## src/rtl/mrpt_pkg.sv

```systemverilog
`timescale 1ns / 1ps
// ----------------------------------------------------------------------------
// mrpt_pkg: shared constants for the miller-rabin prime test
// witness bases and default sizes
// ----------------------------------------------------------------------------
package mrpt_pkg;
	localparam int NUM_BASES_DEF    = 12;
	localparam int NUMBER_WIDTH_DEF = 64;
	localparam int MAX_BASES        = 12;
	localparam int BASE_W           = 6;

	function automatic logic [BASE_W-1:0] witness_base(input logic [3:0] k);
		logic [BASE_W-1:0] b;
		unique case (k)
			4'd0:    b = 6'd2;
			4'd1:    b = 6'd3;
			4'd2:    b = 6'd5;
			4'd3:    b = 6'd7;
			4'd4:    b = 6'd11;
			4'd5:    b = 6'd13;
			4'd6:    b = 6'd17;
			4'd7:    b = 6'd19;
			4'd8:    b = 6'd23;
			4'd9:    b = 6'd29;
			4'd10:   b = 6'd31;
			4'd11:   b = 6'd37;
			default: b = 6'd37;
		endcase
		return b;
	endfunction
endpackage

```

## src/rtl/mrpt_mulmod.sv

```systemverilog
`timescale 1ns / 1ps
// ----------------------------------------------------------------------------
// mrpt_mulmod: shift-and-add modular multiplier
// one bit of the multiplier per cycle, operands below the modulus
// ----------------------------------------------------------------------------
module mrpt_mulmod
	import mrpt_pkg::*;
#(
	parameter int W = NUMBER_WIDTH_DEF
) (
	input  logic         clk,
	input  logic         arst_n,
	input  logic         start,
	input  logic [W-1:0] x,
	input  logic [W-1:0] y,
	input  logic [W-1:0] m,
	output logic         done,
	output logic [W-1:0] prod
);
	localparam int CW = $clog2(W);

	logic         busy_q;
	logic [CW-1:0] bit_q;
	logic [W-1:0] acc_q, x_q, y_q, m_q;
	logic [W:0]   dbl, dbl_r, add, add_r;
	logic [W-1:0] acc_n;

	always_comb begin
		dbl   = {acc_q, 1'b0};
		dbl_r = (dbl >= {1'b0, m_q}) ? dbl - {1'b0, m_q} : dbl;
		add   = dbl_r + {1'b0, x_q};
		add_r = (add >= {1'b0, m_q}) ? add - {1'b0, m_q} : add;
		acc_n = y_q[bit_q] ? add_r[W-1:0] : dbl_r[W-1:0];
	end

	always_ff @(posedge clk or negedge arst_n) begin
		if (!arst_n) begin
			busy_q <= 1'b0;
			done   <= 1'b0;
			bit_q  <= '0;
		end else begin
			done <= 1'b0;
			if (start) begin
				busy_q <= 1'b1;
				bit_q  <= CW'(W - 1);
			end else if (busy_q) begin
				if (bit_q == '0) begin
					busy_q <= 1'b0;
					done   <= 1'b1;
				end else begin
					bit_q <= bit_q - 1'b1;
				end
			end
		end
	end

	always_ff @(posedge clk) begin
		if (start) begin
			acc_q <= '0;
			x_q   <= x;
			y_q   <= y;
			m_q   <= m;
		end else if (busy_q) begin
			acc_q <= acc_n;
		end
	end

	assign prod = acc_q;
endmodule

```

## config.mk

```make
export PLATFORM = sky130hd
export DESIGN_NAME = mrpt_mulmod
export DESIGN_NICKNAME = d
export VERILOG_FILES = /design/src/rtl/mrpt_pkg.sv /design/src/rtl/mrpt_mulmod.sv
export SDC_FILE = /design/constraint.sdc
export NUM_CORES = 1
export LEC_CHECK = 0
export BUFFER_PORTS_ARGS = -buffer_cell sky130_fd_sc_hd__buf_2
export CELL_PAD_IN_SITES_DETAIL_PLACEMENT = 1
export CELL_PAD_IN_SITES_GLOBAL_PLACEMENT = 2
export CORE_UTILIZATION = 24
export DETAILED_ROUTE_END_ITERATION = 8
export GPL_ROUTABILITY_DRIVEN = 0
export PLACE_DENSITY = 0.63
export SLEW_MARGIN = 10
export SYNTH_ARGS = -nofsm -noshare
export SYNTH_HDL_FRONTEND = slang
export SYNTH_SLANG_ARGS = --single-unit
export TNS_END_PERCENT = 20
```

## constraint.sdc

```tcl
create_clock -name clk -period 16.4 [get_ports clk]
set_input_delay 2.46 -clock clk [delete_from_list [all_inputs] [get_ports clk]]
set_output_delay 2.46 -clock clk [all_outputs]
set_load 0.03 [all_outputs]
```

==> metrics, run 1 <==
run status finished clean; worst clock skew 51.4 ps; Post-Syn Area 22300 um2; CP dominant cell by count a21oi_1; later-pin clock latency in the skew report 630 ps; syn_nets 2901; Die Y 307 um; CP max stage delay 790 ps; Crit Path Max Fanout 33; hold-fix buffers at CTS 0; DRC viols 0; # rows 111; Worst Path Arrival 11350 ps; number of flops mapped to enable cells by yosys 192; hold depth 2; number of nets still failing antenna checks after routing 0; top_reg_cell synth edfxtp_1; Initial Utilization 24.3%; crit path capture type flip-flop; cts bufs inserted 38; Die W 307 um; R2R setup slack 5550 ps; Hold Path Origin prod[60]$_SDFFE_PP0P_; DRC marker count from the first detailed-route iteration 1528; Overflow after GRT 0; global-route wire length before repair 149000 um; RR Endpoint prod[39]$_SDFFE_PP0P_; Crit path max-delay family compound AO/OA/AOI/OAI gates; Layout Nets 3089; Fmax 92.2 MHz; Max-Cap Viols 0; core area 91800 um2; worst reg2reg path depth 34; Finished Layout Cells 3970; die area 94100 um2; CTS Buffer Depth 3; Final min period 10850 ps; final wirelength 102000 um; RSZ-0062 raised after global routing false; Clock Pin Slew Worst Setup and Hold Paths 60 ps; initial antenna violation count 4; Final Hold Vio Count 0; Slew Viols, Final 0; CP startpoint kind flip-flop; largest net degree at the start of global routing 68; cell accounting for the most synthesized area edfxtp_1; Distinct cells, synth 94; WP data required 16900 ps; YS warnings 0; buffer and inverter count on the worst path 4; CP max stage cell o41ai_1; Setup TNS 0 ps; 1st-pass router iterations 7; PortBufs 259; sequential area share after synthesis 32.5%; Final Setup Violations 0; root buf cell clkbuf_16; Ports 260; CTS tree done; post-CTS setup buffers 0; GRT Total Usage 21.2%; synth top area cells edfxtp_1, ha_1, a21oi_1; DR vias/cell 5.29; Least-Margin Pin Slew 1120 ps; Area growth, synth to finish 16.6%; quantity of gates resized following cts 0; beginning of the worst register-to-register path m_q[20]$_DFFE_PP_; Hold EP prod[60]$_SDFFE_PP0P_; Cells after Synth 2509; Syn Area/Cell 8.88 um2; clk sinks 264; Routed WL per cell 25.6 um; Tcrit/Tclk final 66.2%; Max H-tree Level 2; Antenna Cells 0; top cell type's share of synthesized area 25.9%; Cells after DPL 3900; vias in the first global route 21900; Synth Register Bits 264; share of flip-flops with an asynchronous set or reset 3.03%; Hold/Removal Path Class flip-flop to flip-flop; layout cell share with drive strength beyond 1 15.1%; routed via count 21000; HPWL after detailed placement 82100 um; crit path kind flip-flop to flip-flop; Worst slew margin 24.5%
[cell families after synthesis]
family	synth area share, %
buf+inv	4.67
fa+ha+maj	11.2
simple gates	14.1
flops	32.5
compound gates	25.7
mux	4.95
xor+xnor	6.92
[sequential cells by signal (all words and copies together) (netlist names)]
register	flops
done	1
busy_q	1
x_q	64
prod	64
y_q	64
m_q	64
bit_q	6
[synthesized netlist by cell type, types with 9 or more instances]
library cell and count:
a31oi_1 30, nand4_1 62, o22ai_1 15, a21oi_1 272, o21a_1 33, xnor2_1 101
xor2_1 75, nor4_1 12, nand3_1 38, o21bai_1 42, nor3_1 39, and3_1 27
nor2b_1 10, o31ai_1 16, dfxtp_1 64, a2111oi_0 9, a22oi_1 28, o21ai_0 156
mux4_2 21, clkbuf_1 97, ha_1 194, a21o_1 111, mux2i_1 54, nand2_1 218
or3_1 13, a211o_1 12, edfxtp_1 192, nand2b_1 10, buf_2 15, o221ai_1 14
and2_1 16, nor2_1 158, inv_1 129, a21boi_0 11, a211oi_1 28, o211ai_1 18
and4_1 11
[cell usage in the layout, fill, tap and decap left out, types with 38 or more instances in the layout]
cell / instances
nand4_1: 62
xnor2_1: 101
xor2_1: 75
mux2i_1: 54
nor3_1: 39
buf_2: 259
o21bai_1: 42
edfxtp_1: 192
nor2_1: 155
dfxtp_1: 64
a21o_1: 111
ha_1: 194
a21oi_1: 272
o21ai_0: 156
clkbuf_16: 38
nand2_1: 217
inv_1: 129
[layer usage]
layer / vias up / global-route usage [%] / wire (um)
met5: - / 0 / 0
met4: 0 / 6.43 / 3030
met3: 127 / 3.12 / 4930
met2: 550 / 35.3 / 47500
met1: 10500 / 28.2 / 46200
li1: 9811 / - / -
[tightest hold or removal path, stage by stage (launching register included)]
cell     delay [ps]
dfxtp_1         350
nand2_1          80
o31ai_1          60
[metrics by stage]
stage	area [um2]	utilization (%)	setup slack [ps]	hold WS, ps
after CTS	26000	28.3	5570	547
after global routing	26000	28.3	5130	585
after floorplan	22300	-	8870	557
final	26000	28.3	5550	543
after global placement	24700	27.0	4720	528
after detailed placement	24800	27.0	5660	540
[cell type report]
type | instances | area (um2)
Clock buffer | 45 | 987
Clock inverter | 25 | 235
Fill cell | 10800 | 65800
Tap cell | 1243 | 1560
Sequential cell | 264 | 7250
Inverter | 129 | 484
Timing Repair Buffer | 276 | 1430
Multi-Input combinational cell | 1988 | 14000
[worst max-delay path by stage]
| stage | from | end | slack [ps] | depth (start not counted) |
|---|---|---|---|---|
| 6_report | m_q[20]$_DFFE_PP_ | prod[39]$_SDFFE_PP0P_ | 5550 | 34 |
| 5_1_grt | m_q[20]$_DFFE_PP_ | prod[6]$_SDFFE_PP0P_ | 5130 | 32 |
| 4_1_cts | m_q[20]$_DFFE_PP_ | prod[39]$_SDFFE_PP0P_ | 5570 | 32 |
| 3_5_place_dp | m_q[20]$_DFFE_PP_ | prod[39]$_SDFFE_PP0P_ | 5660 | 32 |
| 3_3_place_gp | m_q[20]$_DFFE_PP_ | prod[39]$_SDFFE_PP0P_ | 4720 | 31 |
| 2_1_floorplan | prod[23]$_SDFFE_PP0P_ | prod[58]$_SDFFE_PP0P_ | 8870 | 34 |
Power of run 1 is not shown: default switching activity piles up to over one toggle a cycle in this logic, so the estimate is an artifact.
==> run 2, diff against run 1 <==
Clock period 16.4 ns to 11 ns, I/O delays scaled along.
==> run 2 against run 1 <==
- non-clock buffer count is 28 higher
- critical endpoint is now prod[5]$_SDFFE_PP0P_
- fmax is 0.69% higher
- setup slack worse by 5300 ps
- hold slack worse by 16 ps
- final cell count increased by 0.73%
- highest routed layer unchanged
- largest cell class unchanged
- global-route usage down 0.44 points
- design area increased by 1.5%
- sequential share of layout area fell by 0.42 points
==> metrics, run 2 (synthesis gave the netlist of run 1 again) <==
run status finished clean; PortBufs 259; CP max stage delay 790 ps; HPWL after detailed placement 80500 um; later-pin clock latency in the skew report 610 ps; routed via count 21000; Crit path max-delay family compound AO/OA/AOI/OAI gates; CP max stage cell a21oi_1; core area 91800 um2; Overflow after GRT 0; RSZ-0062 raised after global routing false; worst clock skew 24.8 ps; Slew Viols, Final 0; Hold/Removal Path Class flip-flop to flip-flop; Final Setup Violations 0; root buf cell clkbuf_16; Area growth, synth to finish 18.4%; Routed WL per cell 25.0 um; DR vias/cell 5.25; quantity of gates resized following cts 0; Clock Pin Slew Worst Setup and Hold Paths 60 ps; Max-Cap Viols 0; Final min period 10780 ps; hold-fix buffers at CTS 0; initial antenna violation count 1; Fmax 92.8 MHz; 1st-pass router iterations 7; number of nets still failing antenna checks after routing 0; Layout Nets 3118; Final Hold Vio Count 0; buffer and inverter count on the worst path 4; CP startpoint kind flip-flop; final wirelength 100000 um; Tcrit/Tclk final 98.0%; Least-Margin Pin Slew 1050 ps; cts bufs inserted 39; Crit Path Max Fanout 26; clk sinks 264; most common library cell in the layout ignoring fill and taps a21oi_1; crit path capture type flip-flop; WP data required 11450 ps; Cells after DPL 3928; DRC viols 0; global-route wire length before repair 146000 um; Worst Path Arrival 11220 ps; Initial Utilization 24.3%; DRC marker count from the first detailed-route iteration 1373; Die Y 307 um; crit path kind flip-flop to flip-flop; fillers 10800; layout cell share with drive strength beyond 1 16.1%; # rows 111; area of the multi-input gates 14100 um2; post-CTS setup buffers 0; Max H-tree Level 2; largest net degree at the start of global routing 87; vias in the first global route 21700; Worst slew margin 30.1%; Antenna Cells 0; CTS Buffer Depth 3; Die W 307 um; die area 94100 um2; Ports 260; CTS tree done; Finished Layout Cells 3999; Reg area 7250 um2; commonest cells after routing, fill and taps aside a21oi_1, buf_2, nand2_1, ha_1, edfxtp_1; GRT Total Usage 20.8%
[run 2: worst register-to-register path, delay by kind of cell, from the launching register on]
family | cells | cell delay [ps]
AOI/OAI and AO/OA | 20 | 6120
muxes | 1 | 110
buffers and inverters | 4 | 690
xor gates and xnor gates | 1 | 260
and+or+nand+nor | 5 | 1920
DFF | 1 | 360
adders and majority gates | 3 | 1140
[run 2: cell type report]
class                           instances  area share [%]
Sequential cell                       264            27.5
Tap cell                             1243            5.90
Timing Repair Buffer                  304            6.47
Inverter                              129            1.84
Multi-Input combinational cell       1988            53.3
Clock buffer                           44            3.85
Clock inverter                         27            1.22
[run 2: stage by stage]
| stage | hold WS (ps) | setup slack, ps | area [um2] | setup TNS (ps) | utilization, % |
|---|---|---|---|---|---|
| 2_1_floorplan | 557 | 3470 | 22300 | 0 | - |
| 3_3_place_gp | 516 | -768 | 25000 | -39550 | 27.3 |
| 3_5_place_dp | 529 | 265 | 25000 | 0 | 27.3 |
| 4_1_cts | 538 | 159 | 26400 | 0 | 28.7 |
| 5_1_grt | 567 | 14.4 | 26400 | 0 | 28.7 |
| 6_report | 527 | 223 | 26400 | 0 | 28.7 |
[run 2: layer usage]
layer | vias up | part of all wire [%] | GRT usage, %
li1 | 9890 | - | -
met1 | 10400 | 46 | 27.9
met2 | 557 | 46 | 34.1
met3 | 112 | 5.0 | 3.36
met4 | 0 | 2.7 | 6.06
met5 | - | 0 | 0
[run 2: worst paths after layout]
| path | slack [ps] | depth (start not counted) | endpoint | start |
|---|---|---|---|---|
| worst max-delay path | 220 | 34 | prod[5]$_SDFFE_PP0P_ | m_q[20]$_DFFE_PP_ |
| worst min register to register | 530 | 2 | prod[56]$_SDFFE_PP0P_ | prod[56]$_SDFFE_PP0P_ |
| worst min-delay path | 530 | 2 | prod[56]$_SDFFE_PP0P_ | prod[56]$_SDFFE_PP0P_ |
| worst max register to register | 220 | 34 | prod[5]$_SDFFE_PP0P_ | m_q[20]$_DFFE_PP_ |
| max in group asynchronous | 9940 | 1 | bit_q[1]$_DFFE_PN0P_ | arst_n |
| min in group asynchronous | 890 | 1 | bit_q[0]$_DFFE_PN0P_ | arst_n |
Power of run 2 is left out for the same reason.
==> run 3, diff against run 2 <==
Settings changed: PLACE_DENSITY 0.63 to not set, PLACE_DENSITY_LB_ADDON set to 0.08.
==> run 3 against run 2 <==
- clock skew grew 27 ps
- global-route usage grew 1.2 points
- fmax grew 3.9%
- register-to-register slack gained 410 ps
- final cell count grew 1.2%
- wire length grew 5.3%
- core utilization grew 0.39 points
==> metrics, run 3 (synthesis gave the netlist of run 1 again) <==
1st-pass router iterations 7; R2R setup slack 630 ps; later-pin clock latency in the skew report 630 ps; HPWL after detailed placement 86400 um; worst clock skew 51.3 ps; CTS Buffer Depth 3; Die Y 307 um; final wirelength 105000 um; beginning of the worst register-to-register path m_q[20]$_DFFE_PP_; worst reg2reg path depth 34; fillers 10700; Least-Margin Pin Slew 1080 ps; CP startpoint kind flip-flop; Clock Pin Slew Worst Setup and Hold Paths 60 ps; Max-Cap Viols 0; buffer and inverter count on the worst path 5; routed via count 21000; # rows 111; RSZ-0062 raised after global routing false; Worst slew margin 27.7%; commonest cells after routing, fill and taps aside a21oi_1, buf_2, nand2_1, ha_1, edfxtp_1; Fmax 96.4 MHz; post-CTS setup buffers 0; core area 91800 um2; global-route wire length before repair 152000 um; initial antenna violation count 2; Overflow after GRT 0; Setup TNS 0 ps; DRC viols 0; Initial Utilization 24.3%; Ports 260; crit path kind flip-flop to flip-flop; Max H-tree Level 2; Crit Path Max Fanout 27; WP data required 11460 ps; DR vias/cell 5.18; number of nets still failing antenna checks after routing 0; Die W 307 um; CP max stage cell o311ai_1; vias in the first global route 21700; quantity of gates resized following cts 0; crit path capture type flip-flop; Final Hold Vio Count 0; CP dominant cell by count ha_1; die area 94100 um2; PortBufs 259; Hold/Removal Path Class flip-flop to flip-flop; Worst Path Arrival 10830 ps; most common library cell in the layout ignoring fill and taps a21oi_1; layout cell share with drive strength beyond 1 17.5%; run status finished clean; root buf cell clkbuf_16; Hold EP prod[60]$_SDFFE_PP0P_; cts bufs inserted 39; Routed WL per cell 26.0 um; DRC marker count from the first detailed-route iteration 1230; RR Endpoint prod[5]$_SDFFE_PP0P_; CTS tree done; GRT Total Usage 22.0%; Hold Path Origin prod[60]$_SDFFE_PP0P_; Area growth, synth to finish 20.0%; Final min period 10370 ps; hold depth 2; Layout Nets 3165; Final Setup Violations 0; Slew Viols, Final 0; Crit path max-delay family compound AO/OA/AOI/OAI gates; clk sinks 264; largest net degree at the start of global routing 61; hold-fix buffers at CTS 0; CP max stage delay 560 ps; Tcrit/Tclk final 94.3%
run 3: cell count changes in the layout (fill, tap and decap cells not counted), moves of 2 or more:
cell | before | now
buf_4 | 40 | 84
inv_6 | 5 | 0
clkinv_1 | 4 | 8
clkinvlp_4 | 0 | 3
buf_12 | 5 | 7
bufinv_16 | 6 | 4
inv_16 | 0 | 2
run 3: worst max-delay path by stage:
stage | from | to | slack, ps | cells past startpoint
6_report | m_q[20]$_DFFE_PP_ | prod[5]$_SDFFE_PP0P_ | 630 | 34
5_1_grt | m_q[20]$_DFFE_PP_ | prod[5]$_SDFFE_PP0P_ | 70 | 34
4_1_cts | m_q[20]$_DFFE_PP_ | prod[5]$_SDFFE_PP0P_ | 740 | 32
3_5_place_dp | m_q[20]$_DFFE_PP_ | prod[5]$_SDFFE_PP0P_ | 800 | 32
3_3_place_gp | m_q[2]$_DFFE_PP_ | prod[3]$_SDFFE_PP0P_ | -960 | 34
2_1_floorplan | prod[23]$_SDFFE_PP0P_ | prod[58]$_SDFFE_PP0P_ | 3470 | 34
run 3: per-stage QoR:
step | hold WS, ps | utilization, % | worst slack [ps] | instances | area, um2
3_3_place_gp | 530 | 27.7 | -960 | 3973 | 25400
5_1_grt | 592 | 29.1 | 69.3 | 4047 | 26700
3_5_place_dp | 541 | 27.7 | 795 | 3975 | 25400
2_1_floorplan | 557 | - | 3470 | 2509 | 22300
4_1_cts | 549 | 29.1 | 736 | 4047 | 26700
6_report | 548 | 29.1 | 629 | 4048 | 26700
run 3: area by class of cell:
class	count	area [um2]	share of cell area (%)
multi-input cells	1988	14100	52.6
inverters	129	484	1.81
diodes	1	2.50	0.00936
repair buffers	351	2080	7.79
clock buffers	44	1000	3.76
flip-flops and latches	264	7250	27.1
well taps	1243	1560	5.82
clock inverters	28	304	1.14
run 3: layer usage:
metal,routed length (um),GRT usage [%],vias to the layer above
met2,49800,36.7,413
met4,2080,5.06,0
met5,0,0,-
li1,-,-,9971
met3,3680,2.58,86
met1,49800,30.2,10500
run 3: worst reg2reg max path: cells and delay by family, from the launching register on:
family	cells	cell delay, ps
flops	1	360
buf+inv	5	790
mux	2	450
compound gates	16	5540
xor+xnor	1	130
simple gates	7	1780
fa+ha+maj	3	1150
Power of run 3 is left out for the same reason.
